### src/rtl/core/wpp_pkg.sv
// shared types, constants and helpers for the word pair proximity scanner
package wpp_pkg;

    // default sizes
    localparam int MAX_WORD_LEN_DEF  = 8;
    localparam int MAX_DOC_CHARS_DEF = 65536;

    // fixed field widths
    localparam int CH_W      = 8;
    localparam int CFG_W     = 64;
    localparam int CFG_IDX_W = 2;
    localparam int LEN_CFG_W = 4;
    localparam int DIST_W    = 18;

    // entries in the queue between front and back
    localparam int QUEUE_DEPTH = 2;

    // configuration register indexes
    typedef enum logic [CFG_IDX_W-1:0] {
        CFG_FIRST_WORD,
        CFG_FIRST_LEN,
        CFG_SECOND_WORD,
        CFG_SECOND_LEN
    } t_cfg_idx;

    // character codes
    localparam logic [CH_W-1:0] CH_SPACE   = 8'h20;
    localparam logic [CH_W-1:0] CH_PERIOD  = 8'h2E;
    localparam logic [CH_W-1:0] CH_COMMA   = 8'h2C;
    localparam logic [CH_W-1:0] CH_LOWER_A = 8'h61;
    localparam logic [CH_W-1:0] CH_LOWER_Z = 8'h7A;
    localparam logic [CH_W-1:0] CASE_STEP  = 8'h20;

    // word close events handed from front to back
    typedef struct packed {
        logic close_a;       // a delimiter closed the running word
        logic hit_a_first;
        logic hit_a_second;
        logic last;          // last character: close the trailing word and report
        logic hit_b_first;
        logic hit_b_second;
    } t_close_ctl;

    // fold a-z onto A-Z, other bytes unchanged
    function automatic logic [CH_W-1:0] fold_case(input logic [CH_W-1:0] c);
        return (c >= CH_LOWER_A && c <= CH_LOWER_Z) ? c - CASE_STEP : c;
    endfunction

    // word delimiters
    function automatic logic is_delim(input logic [CH_W-1:0] c);
        return (c == CH_SPACE) || (c == CH_PERIOD) || (c == CH_COMMA);
    endfunction

endpackage

### src/rtl/core/word_pair_proximity_scanner.sv
// top level of the word pair proximity scanner
//
//  channel   direction  handshake              payload
//  input     in         i_valid / o_stall      i_ch, i_is_final
//  result    out        o_valid / i_stall      o_found, o_distance_x2
//  config    in         i_cfg_wr_en            i_cfg_index, i_cfg_data
//
// one character per cycle is accepted while o_stall is low; the front classifies it in that cycle
// a result is registered: the last character's event goes into the queue, and the back
// pops it into its result register once that register does not hold a stalled result
// o_stall rises only when the event queue is full, i.e. the result side is stalled
// reset is synchronous, active low; it clears scan state and sets targets to word 0,
// length 1, with no clearing pass
module word_pair_proximity_scanner #(
    parameter int MAX_WORD_LEN  = wpp_pkg::MAX_WORD_LEN_DEF,
    parameter int MAX_DOC_CHARS = wpp_pkg::MAX_DOC_CHARS_DEF
) (
    input  logic                          i_clk,
    input  logic                          i_rst_n,
    input  logic                          i_valid,
    output logic                          o_stall,
    input  logic [wpp_pkg::CH_W-1:0]      i_ch,
    input  logic                          i_is_final,
    output logic                          o_valid,
    input  logic                          i_stall,
    output logic                          o_found,
    output logic [wpp_pkg::DIST_W-1:0]    o_distance_x2,
    input  logic                          i_cfg_wr_en,
    input  logic [wpp_pkg::CFG_IDX_W-1:0] i_cfg_index,
    input  logic [wpp_pkg::CFG_W-1:0]     i_cfg_data
);

    localparam int MID_W   = $clog2(2 * MAX_DOC_CHARS + 1);
    localparam int CTL_W   = $bits(wpp_pkg::t_close_ctl);
    localparam int ENTRY_W = CTL_W + 3 * MID_W;

    logic                 push;
    logic                 pop;
    logic                 q_full;
    logic                 q_empty;
    wpp_pkg::t_close_ctl  f_ctl;
    wpp_pkg::t_close_ctl  q_ctl;
    logic [MID_W-1:0]     f_mid_a, f_mid_b, f_len_x2;
    logic [MID_W-1:0]     q_mid_a, q_mid_b, q_len_x2;
    logic [ENTRY_W-1:0]   q_in;
    logic [ENTRY_W-1:0]   q_out;

    // character intake and word close detection
    wpp_front #(
        .MAX_WORD_LEN  (MAX_WORD_LEN),
        .MAX_DOC_CHARS (MAX_DOC_CHARS)
    ) u_front (
        .i_clk       (i_clk),
        .i_rst_n     (i_rst_n),
        .i_valid     (i_valid),
        .o_stall     (o_stall),
        .i_ch        (i_ch),
        .i_is_final  (i_is_final),
        .i_cfg_wr_en (i_cfg_wr_en),
        .i_cfg_index (i_cfg_index),
        .i_cfg_data  (i_cfg_data),
        .i_q_full    (q_full),
        .o_push      (push),
        .o_ctl       (f_ctl),
        .o_mid_a     (f_mid_a),
        .o_mid_b     (f_mid_b),
        .o_len_x2    (f_len_x2)
    );

    // event packing
    assign q_in     = {f_ctl, f_mid_a, f_mid_b, f_len_x2};
    assign q_ctl    = wpp_pkg::t_close_ctl'(q_out[ENTRY_W-1 -: CTL_W]);
    assign q_mid_a  = q_out[3*MID_W-1 -: MID_W];
    assign q_mid_b  = q_out[2*MID_W-1 -: MID_W];
    assign q_len_x2 = q_out[MID_W-1:0];

    wpp_queue #(
        .DATA_W (ENTRY_W)
    ) u_queue (
        .i_clk   (i_clk),
        .i_rst_n (i_rst_n),
        .i_push  (push),
        .i_data  (q_in),
        .o_full  (q_full),
        .i_pop   (pop),
        .o_empty (q_empty),
        .o_data  (q_out)
    );

    // distance tracking and result output
    wpp_back #(
        .MAX_DOC_CHARS (MAX_DOC_CHARS)
    ) u_back (
        .i_clk         (i_clk),
        .i_rst_n       (i_rst_n),
        .i_empty       (q_empty),
        .o_pop         (pop),
        .i_ctl         (q_ctl),
        .i_mid_a       (q_mid_a),
        .i_mid_b       (q_mid_b),
        .i_len_x2      (q_len_x2),
        .o_valid       (o_valid),
        .i_stall       (i_stall),
        .o_found       (o_found),
        .o_distance_x2 (o_distance_x2)
    );

endmodule

### src/rtl/core/wpp_front.sv
// front end: config registers, character classification and word close events
module wpp_front #(
    parameter int MAX_WORD_LEN  = wpp_pkg::MAX_WORD_LEN_DEF,
    parameter int MAX_DOC_CHARS = wpp_pkg::MAX_DOC_CHARS_DEF
) (
    input  logic                          i_clk,
    input  logic                          i_rst_n,
    input  logic                          i_valid,
    output logic                          o_stall,
    input  logic [wpp_pkg::CH_W-1:0]      i_ch,
    input  logic                          i_is_final,
    input  logic                          i_cfg_wr_en,
    input  logic [wpp_pkg::CFG_IDX_W-1:0] i_cfg_index,
    input  logic [wpp_pkg::CFG_W-1:0]     i_cfg_data,
    input  logic                          i_q_full,
    output logic                          o_push,
    output wpp_pkg::t_close_ctl           o_ctl,
    output logic [$clog2(2*MAX_DOC_CHARS+1)-1:0] o_mid_a,
    output logic [$clog2(2*MAX_DOC_CHARS+1)-1:0] o_mid_b,
    output logic [$clog2(2*MAX_DOC_CHARS+1)-1:0] o_len_x2
);

    localparam int POS_W = $clog2(MAX_DOC_CHARS + 1);
    localparam int MID_W = $clog2(2 * MAX_DOC_CHARS + 1);
    localparam int LEN_W = $clog2(MAX_WORD_LEN + 2);
    localparam int LCW   = wpp_pkg::LEN_CFG_W;
    localparam logic [POS_W-1:0] POS_MAX     = POS_W'(MAX_DOC_CHARS);
    localparam logic [MID_W-1:0] MID_CAP     = MID_W'(2 * MAX_DOC_CHARS);
    localparam logic [LEN_W-1:0] LEN_MAX     = LEN_W'(MAX_WORD_LEN);
    localparam logic [LEN_W-1:0] LEN_OVER    = LEN_W'(MAX_WORD_LEN + 1);
    localparam logic [LCW-1:0]   LEN_CFG_MAX = LCW'(MAX_WORD_LEN);

    logic [wpp_pkg::CFG_W-1:0] r_first_word;
    logic [wpp_pkg::CFG_W-1:0] r_second_word;
    logic [LCW-1:0]            r_first_len;
    logic [LCW-1:0]            r_second_len;

    logic [POS_W-1:0] r_pos;
    logic [POS_W-1:0] r_start;
    logic [LEN_W-1:0] r_len;
    logic             r_m1;
    logic             r_m2;

    logic [POS_W-1:0] n_start;
    logic [LEN_W-1:0] n_len;
    logic             n_m1;
    logic             n_m2;

    logic             accept;
    logic             delim;
    logic [POS_W:0]   pos_inc;
    logic [POS_W-1:0] pos_next;
    logic [2:0]       byte_idx;
    logic [wpp_pkg::CH_W-1:0] fc;
    logic [wpp_pkg::CH_W-1:0] tb_first;
    logic [wpp_pkg::CH_W-1:0] tb_second;

    // doubled midpoint 2*start+len, capped at twice the document limit
    function automatic logic [MID_W-1:0] mid_x2(input logic [POS_W-1:0] s,
                                                input logic [LEN_W-1:0] n);
        logic [MID_W:0] sum;
        sum = (MID_W+1)'({s, 1'b0}) + (MID_W+1)'(n);
        return (sum > {1'b0, MID_CAP}) ? MID_CAP : sum[MID_W-1:0];
    endfunction

    // closed word matches a target of this length
    function automatic logic len_hit(input logic m, input logic [LEN_W-1:0] n,
                                     input logic [LCW-1:0] cfg_len);
        return m && (LCW'(n) == cfg_len) && (cfg_len <= LEN_CFG_MAX);
    endfunction

    assign accept  = i_valid && !i_q_full;
    assign o_stall = i_q_full;
    assign delim   = wpp_pkg::is_delim(i_ch);

    // saturating next position
    assign pos_inc  = (POS_W+1)'(r_pos) + (POS_W+1)'(1);
    assign pos_next = (pos_inc > {1'b0, POS_MAX}) ? POS_MAX : pos_inc[POS_W-1:0];

    // target bytes at the running word offset
    assign byte_idx  = 3'(r_len);
    assign fc        = wpp_pkg::fold_case(i_ch);
    assign tb_first  = wpp_pkg::fold_case(r_first_word[{byte_idx, 3'b000} +: 8]);
    assign tb_second = wpp_pkg::fold_case(r_second_word[{byte_idx, 3'b000} +: 8]);

    // running word after this character
    always_comb begin
        n_start = r_start;
        n_len   = r_len;
        n_m1    = r_m1;
        n_m2    = r_m2;
        if (delim) begin
            n_start = pos_next;
            n_len   = '0;
            n_m1    = 1'b1;
            n_m2    = 1'b1;
        end else if (r_len < LEN_MAX) begin
            n_len = r_len + LEN_W'(1);
            n_m1  = r_m1 && (fc == tb_first);
            n_m2  = r_m2 && (fc == tb_second);
        end else begin
            n_len = LEN_OVER;
            n_m1  = 1'b0;
            n_m2  = 1'b0;
        end
    end

    // close events: word ended by a delimiter, and the trailing word on the last character
    always_comb begin
        o_ctl.close_a      = delim;
        o_ctl.hit_a_first  = len_hit(r_m1, r_len, r_first_len);
        o_ctl.hit_a_second = !o_ctl.hit_a_first && len_hit(r_m2, r_len, r_second_len);
        o_ctl.last         = i_is_final;
        o_ctl.hit_b_first  = len_hit(n_m1, n_len, r_first_len);
        o_ctl.hit_b_second = !o_ctl.hit_b_first && len_hit(n_m2, n_len, r_second_len);
    end

    assign o_mid_a  = mid_x2(r_start, r_len);
    assign o_mid_b  = mid_x2(n_start, n_len);
    assign o_len_x2 = MID_W'({pos_next, 1'b0});
    assign o_push   = accept && (delim || i_is_final);

    // config registers and per-document scan state
    always_ff @(posedge i_clk) begin
        if (!i_rst_n) begin
            r_first_word  <= '0;
            r_second_word <= '0;
            r_first_len   <= LCW'(1);
            r_second_len  <= LCW'(1);
            r_pos         <= '0;
            r_start       <= '0;
            r_len         <= '0;
            r_m1          <= 1'b1;
            r_m2          <= 1'b1;
        end else begin
            if (i_cfg_wr_en) begin
                case (wpp_pkg::t_cfg_idx'(i_cfg_index))
                    wpp_pkg::CFG_FIRST_WORD:  r_first_word  <= i_cfg_data;
                    wpp_pkg::CFG_FIRST_LEN:   r_first_len   <= i_cfg_data[LCW-1:0];
                    wpp_pkg::CFG_SECOND_WORD: r_second_word <= i_cfg_data;
                    wpp_pkg::CFG_SECOND_LEN:  r_second_len  <= i_cfg_data[LCW-1:0];
                    default: ;
                endcase
            end
            if (accept) begin
                if (i_is_final) begin
                    r_pos   <= '0;
                    r_start <= '0;
                    r_len   <= '0;
                    r_m1    <= 1'b1;
                    r_m2    <= 1'b1;
                end else begin
                    r_pos   <= pos_next;
                    r_start <= n_start;
                    r_len   <= n_len;
                    r_m1    <= n_m1;
                    r_m2    <= n_m2;
                end
            end
        end
    end

endmodule

### src/rtl/core/wpp_queue.sv
// short queue of word close events between front and back
module wpp_queue #(
    parameter int DATA_W = 1
) (
    input  logic              i_clk,
    input  logic              i_rst_n,
    input  logic              i_push,
    input  logic [DATA_W-1:0] i_data,
    output logic              o_full,
    input  logic              i_pop,
    output logic              o_empty,
    output logic [DATA_W-1:0] o_data
);

    localparam int DEPTH = wpp_pkg::QUEUE_DEPTH;
    localparam int PTR_W = (DEPTH > 1) ? $clog2(DEPTH) : 1;
    localparam int CNT_W = $clog2(DEPTH + 1);
    localparam logic [PTR_W-1:0] PTR_LAST = PTR_W'(DEPTH - 1);
    localparam logic [CNT_W-1:0] CNT_FULL = CNT_W'(DEPTH);

    logic [DATA_W-1:0] r_mem [DEPTH];
    logic [PTR_W-1:0]  r_wr_ptr;
    logic [PTR_W-1:0]  r_rd_ptr;
    logic [CNT_W-1:0]  r_count;

    assign o_full  = (r_count == CNT_FULL);
    assign o_empty = (r_count == '0);
    assign o_data  = r_mem[r_rd_ptr];

    // entry storage
    always_ff @(posedge i_clk) begin
        if (i_push) begin
            r_mem[r_wr_ptr] <= i_data;
        end
    end

    // pointers and fill count
    always_ff @(posedge i_clk) begin
        if (!i_rst_n) begin
            r_wr_ptr <= '0;
            r_rd_ptr <= '0;
            r_count  <= '0;
        end else begin
            if (i_push) begin
                r_wr_ptr <= (r_wr_ptr == PTR_LAST) ? '0 : r_wr_ptr + PTR_W'(1);
            end
            if (i_pop) begin
                r_rd_ptr <= (r_rd_ptr == PTR_LAST) ? '0 : r_rd_ptr + PTR_W'(1);
            end
            if (i_push && !i_pop) begin
                r_count <= r_count + CNT_W'(1);
            end else if (i_pop && !i_push) begin
                r_count <= r_count - CNT_W'(1);
            end
        end
    end

endmodule

### src/rtl/core/wpp_back.sv
// back end: latest midpoints, running minimum distance and result register
module wpp_back #(
    parameter int MAX_DOC_CHARS = wpp_pkg::MAX_DOC_CHARS_DEF
) (
    input  logic                          i_clk,
    input  logic                          i_rst_n,
    input  logic                          i_empty,
    output logic                          o_pop,
    input  wpp_pkg::t_close_ctl           i_ctl,
    input  logic [$clog2(2*MAX_DOC_CHARS+1)-1:0] i_mid_a,
    input  logic [$clog2(2*MAX_DOC_CHARS+1)-1:0] i_mid_b,
    input  logic [$clog2(2*MAX_DOC_CHARS+1)-1:0] i_len_x2,
    output logic                          o_valid,
    input  logic                          i_stall,
    output logic                          o_found,
    output logic [wpp_pkg::DIST_W-1:0]    o_distance_x2
);

    localparam int MID_W = $clog2(2 * MAX_DOC_CHARS + 1);

    logic [MID_W-1:0] r_fmid;
    logic [MID_W-1:0] r_smid;
    logic             r_fseen;
    logic             r_sseen;
    logic [MID_W-1:0] r_best;
    logic             r_out_valid;
    logic             r_found;
    logic [wpp_pkg::DIST_W-1:0] r_dist;

    logic             out_free;
    logic             hit_af;
    logic             hit_as;
    logic [MID_W-1:0] f1, s1, f2, s2;
    logic             fs1, ss1, fs2, ss2;
    logic [MID_W-1:0] d1, d2;
    logic [MID_W-1:0] best1, best2, res;

    function automatic logic [MID_W-1:0] abs_diff(input logic [MID_W-1:0] a,
                                                  input logic [MID_W-1:0] b);
        return (a > b) ? a - b : b - a;
    endfunction

    assign out_free = !r_out_valid || !i_stall;
    assign o_pop    = !i_empty && (!i_ctl.last || out_free);

    // state after the delimiter-closed word
    assign hit_af = i_ctl.close_a && i_ctl.hit_a_first;
    assign hit_as = i_ctl.close_a && i_ctl.hit_a_second;
    assign f1     = hit_af ? i_mid_a : r_fmid;
    assign s1     = hit_as ? i_mid_a : r_smid;
    assign fs1    = r_fseen || hit_af;
    assign ss1    = r_sseen || hit_as;
    assign d1     = abs_diff(f1, s1);
    assign best1  = (i_ctl.close_a && fs1 && ss1 && (d1 < r_best)) ? d1 : r_best;

    // state after the trailing word of the document
    assign f2    = i_ctl.hit_b_first  ? i_mid_b : f1;
    assign s2    = i_ctl.hit_b_second ? i_mid_b : s1;
    assign fs2   = fs1 || i_ctl.hit_b_first;
    assign ss2   = ss1 || i_ctl.hit_b_second;
    assign d2    = abs_diff(f2, s2);
    assign best2 = (fs2 && ss2 && (d2 < best1)) ? d2 : best1;
    assign res   = (best2 < i_len_x2) ? best2 : i_len_x2;

    // match tracking and result valid
    always_ff @(posedge i_clk) begin
        if (!i_rst_n) begin
            r_fmid      <= '0;
            r_smid      <= '0;
            r_fseen     <= 1'b0;
            r_sseen     <= 1'b0;
            r_best      <= '1;
            r_out_valid <= 1'b0;
        end else begin
            if (o_pop) begin
                if (i_ctl.last) begin
                    r_fmid  <= '0;
                    r_smid  <= '0;
                    r_fseen <= 1'b0;
                    r_sseen <= 1'b0;
                    r_best  <= '1;
                end else begin
                    r_fmid  <= f1;
                    r_smid  <= s1;
                    r_fseen <= fs1;
                    r_sseen <= ss1;
                    r_best  <= best1;
                end
            end
            if (o_pop && i_ctl.last) begin
                r_out_valid <= 1'b1;
            end else if (!i_stall) begin
                r_out_valid <= 1'b0;
            end
        end
    end

    // result payload
    always_ff @(posedge i_clk) begin
        if (o_pop && i_ctl.last) begin
            r_found <= fs2 && ss2;
            r_dist  <= (fs2 && ss2) ? wpp_pkg::DIST_W'(res) : '0;
        end
    end

    assign o_valid       = r_out_valid;
    assign o_found       = r_found;
    assign o_distance_x2 = r_dist;

endmodule

### config.mk
export PLATFORM = sky130hd
export DESIGN_NAME = word_pair_proximity_scanner
export DESIGN_NICKNAME = d
export VERILOG_FILES = /design/src/rtl/core/wpp_pkg.sv /design/src/rtl/core/word_pair_proximity_scanner.sv /design/src/rtl/core/wpp_front.sv /design/src/rtl/core/wpp_queue.sv /design/src/rtl/core/wpp_back.sv
export SDC_FILE = /design/constraint.sdc
export NUM_CORES = 1
export LEC_CHECK = 0
export BUFFER_PORTS_ARGS = -buffer_cell sky130_fd_sc_hd__buf_4
export CORE_UTILIZATION = 57
export DETAILED_ROUTE_END_ITERATION = 6
export PLACE_DENSITY = 0.86
export SLEW_MARGIN = 20
export SYNTH_ARGS = -nofsm -noshare
export SYNTH_HDL_FRONTEND = slang
export SYNTH_HIERARCHICAL = 1
export SYNTH_SLANG_ARGS = --single-unit
### constraint.sdc
create_clock -name i_clk -period 10.7 [get_ports i_clk]
set_input_delay 1.07 -clock i_clk [delete_from_list [all_inputs] [get_ports i_clk]]
set_output_delay 1.07 -clock i_clk [all_outputs]
set_load 0.02 [all_outputs]
==> results.txt <==
status: completed
max-cap violations: 0
Worst EP arrival: 10.69 ns
Crit path required time: 11.02 ns
Slew HR: 0.290
worst stage delay on the critical path: 0.54 ns
CP endpoint kind: flop
Layout Nets: 2,921
antenna-violating nets left: 0
dominant synthesized flop cell: dfxtp_1
most common cell in the synthesized netlist: nand2_1
Synth top area share: 0.196
Die ar.: 43,500 um^2
Die H: 209 um
internal power: 4.38 mW
RR Endpoint: u_back/o_distance_x2[13]
Initial Util: 0.578
sw frac: 0.440
Port Buffer Count: 100
pre-CTS WS: -0.174 ns
P_sw: 3.44 mW
EDFF count, synth: 139
Area contributors post-synth: dfxtp_1 (20%), edfxtp_1 (17%), ha_1 (6.8%)
Vias/cell: 6.19
FF+latch area: 8940 um^2
Pre-Repair DR Iteration Count: 6
ys async rst share: 0
Worst Setup EP: u_back/o_distance_x2[13]
Comb power frac: 0.590
WL per Instance: 20.9 um
drt total wl: 68,300 um
Worst Clk Skew: 0.0305 ns
Synth-to-Final Area Change: 12.2%
vias in the first global route: 19.8k
pwr/cell area: 286 nW/um^2
crit path max fanout: 17
Synth cell types: 103
CTS tree: done
yosys warns: 6
Post-synth top cells: nand2_1 (415), dfxtp_1 (238), inv_1 (161)
via count: 20.3k
Post-Syn Nets: 2,873
DRT iter0 DRCs: 1,892
number of CTS-inserted buffers: 42
crit share post-route: 0.968
Post-Syn Area per Cell: 9.16 um^2
CTS clock-pin slew for the worst setup and hold paths: 0.06 ns
post-layout min period: 10.36 ns
R2R setup slack: 0.34 ns
# setup viols final: 0
grt ovf: 0
fraction of final layout cells sized beyond drive strength 1: 0.182
DRC: 0
CTS sink count: 377
Global Route Usage Sum: 0.308
FMAX: 0.0965 GHz
Clk pwr share: 0.189
worst hold-check path type: reg -> reg
Seq pwr share: 0.221
post-synthesis sequential area ratio: 0.368
Worst-Skew Late Latency: 0.60 ns
FF+latch count, synth: 377
Placed Cells: 3,189
area leader, netlist: dfxtp_1
row cnt: 75
worst r2r path cells: 45
worst vdd ir: 0.000189 V
largest net degree at the start of global routing: 118
synthesized instance count: 2,655
CTS HTree Levels: 2
Post-DP HPWL: 49,300 um
core area: 42,000 um^2
io pins: 101
CP Launch Type: flop
Mapped Area: 24,300 um^2
measured slew at the worst slew-check pin: 1.06 ns
area of the multi-input gates: 14,300 um^2
first-pass GRT wire length: 106,000 um
worst setup margin: 0.338 ns
initial antenna violation count: 0
leakage: 11.1 nW
highest-delay cell along the critical path: or4_1
non-filler cells, final: 3,274
final hold vios: 0
Slew Viols, Final: 0
diode count: 0
hold buffer count at CTS: 0
CP Class: reg -> reg
die width: 209 um
Clock Tree Buf Depth: 3
Fillers: 3,354
routability cong.: 1.09
Root Driver: clkbuf_16
[stage by stage]
step,setup TNS [ns],power (mW),hold WS (ns),cell area (um^2),utilization
2_1_floorplan,0,4.82,0.440,24300,-
3_3_place_gp,0,5.92,0.449,25500,0.608
3_5_place_dp,-2.77,6.02,0.455,25500,0.608
4_1_cts,0,7.54,0.463,27000,0.642
5_1_grt,-0.517,8.26,0.485,27300,0.649
6_report,0,7.81,0.461,27300,0.649
[routing by layer]
metal	vias to the layer above	global-route usage	wire (um)
li1	9482	-	-
met1	9621	0.369	26300
met2	914	0.509	32600
met3	244	0.0536	4790
met4	0	0.207	4540
met5	-	0	0
[cell type report]
class | instances | area share
Inverter | 163 | 0.0224
Timing Repair Buffer | 174 | 0.0501
Sequential cell | 377 | 0.328
Clock inverter | 20 | 0.00761
Tap cell | 539 | 0.0247
Multi-Input combinational cell | 1945 | 0.523
Clock buffer | 56 | 0.0446
[power groups by stage]
stage	clock network [mW]	logic (mW)	registers, mW
detailed placement	0	4.26	1.75
global route	1.55	4.97	1.74
finish	1.48	4.61	1.73
global placement	0	4.17	1.75
floorplan	0	3.04	1.78
CTS	1.50	4.32	1.73
[state kept, by name, indices dropped and copies added (netlist names), 18 cells and up, named ones only]
register and cells:
u_back/o_distance_x2 18, u_back/r_best 18, u_back/r_fmid 18, u_back/r_smid 18
u_front/r_first_word 64, u_front/r_second_word 64, u_queue/r_mem 120
[kinds of logic (layout without fill, tap and decap cells)]
kind of cell               count (synthesis)  after routing  share of synthesized area
other                                      1              1                   0.000154
AOI/OAI and AO/OA                        582            582                      0.166
muxes                                    235            235                      0.120
xor gates and xnor gates                 106            106                     0.0387
buffers and inverters                    333            413                     0.0562
adders and majority gates                138            138                     0.0729
and+or+nand+nor                          883            883                      0.178
DFF                                      377            377                      0.368
[critical path, delay by kind of cell (launching register included)]
family,cells,cell delay [ns]
AO/OA/AOI/OAI,12,2.70
adder cells (fa/ha/maj),4,1.14
XOR/XNOR,1,0.14
AND/OR/NAND/NOR,19,3.70
multiplexers,4,1.27
buffers and inverters,5,0.75
flip-flops,1,0.37
[worst min-delay path by stage]
stage                         startpoint                         to  slack, ns  cells after the start
3_5_place_dp   u_front/r_second_word[16]  u_front/r_second_word[16]       0.46                      2
2_1_floorplan   u_front/r_first_word[48]   u_front/r_first_word[48]       0.44                      2
5_1_grt        u_front/r_second_word[16]  u_front/r_second_word[16]       0.49                      2
4_1_cts        u_front/r_second_word[16]  u_front/r_second_word[16]       0.46                      2
3_3_place_gp    u_front/r_second_word[5]   u_front/r_second_word[5]       0.45                      2
6_report       u_front/r_second_word[16]  u_front/r_second_word[16]       0.46                      2
[layout by cell type, fill, tap and decap left out, drive strengths merged, types with 10 or more instances in the layout]
cell,Yosys,final
nor2b,93,93
xnor2,62,62
mux4,32,32
or3,10,10
o21ai,59,59
ha,132,132
o31ai,16,16
nand3,42,42
buf,51,173
nor4,15,15
o21a,13,13
a21o,50,50
o211ai,26,26
clkinv,0,11
and2,18,18
a21boi,145,145
clkbuf,119,57
mux2,115,115
a22oi,23,23
nand2,416,416
nor3,85,85
a211oi,12,12
inv,163,166
a21oi,140,140
a31oi,17,17
nand4,29,29
mux2i,88,88
dfxtp,238,238
edfxtp,139,139
xor2,43,43
nor2,111,111
[what timing repair did]
| action | 4_1_cts | 5_1_grt |
|---|---|---|
| pin swaps | 0 | 5 |
| endpoints found under the setup margin | 17 | 18 |
| cloned | 0 | 1 |
| buffers inserted | 0 | 7 |
| resized for setup | 9 | 48 |
No activity file was read; power rests on OpenSTA's default activity.
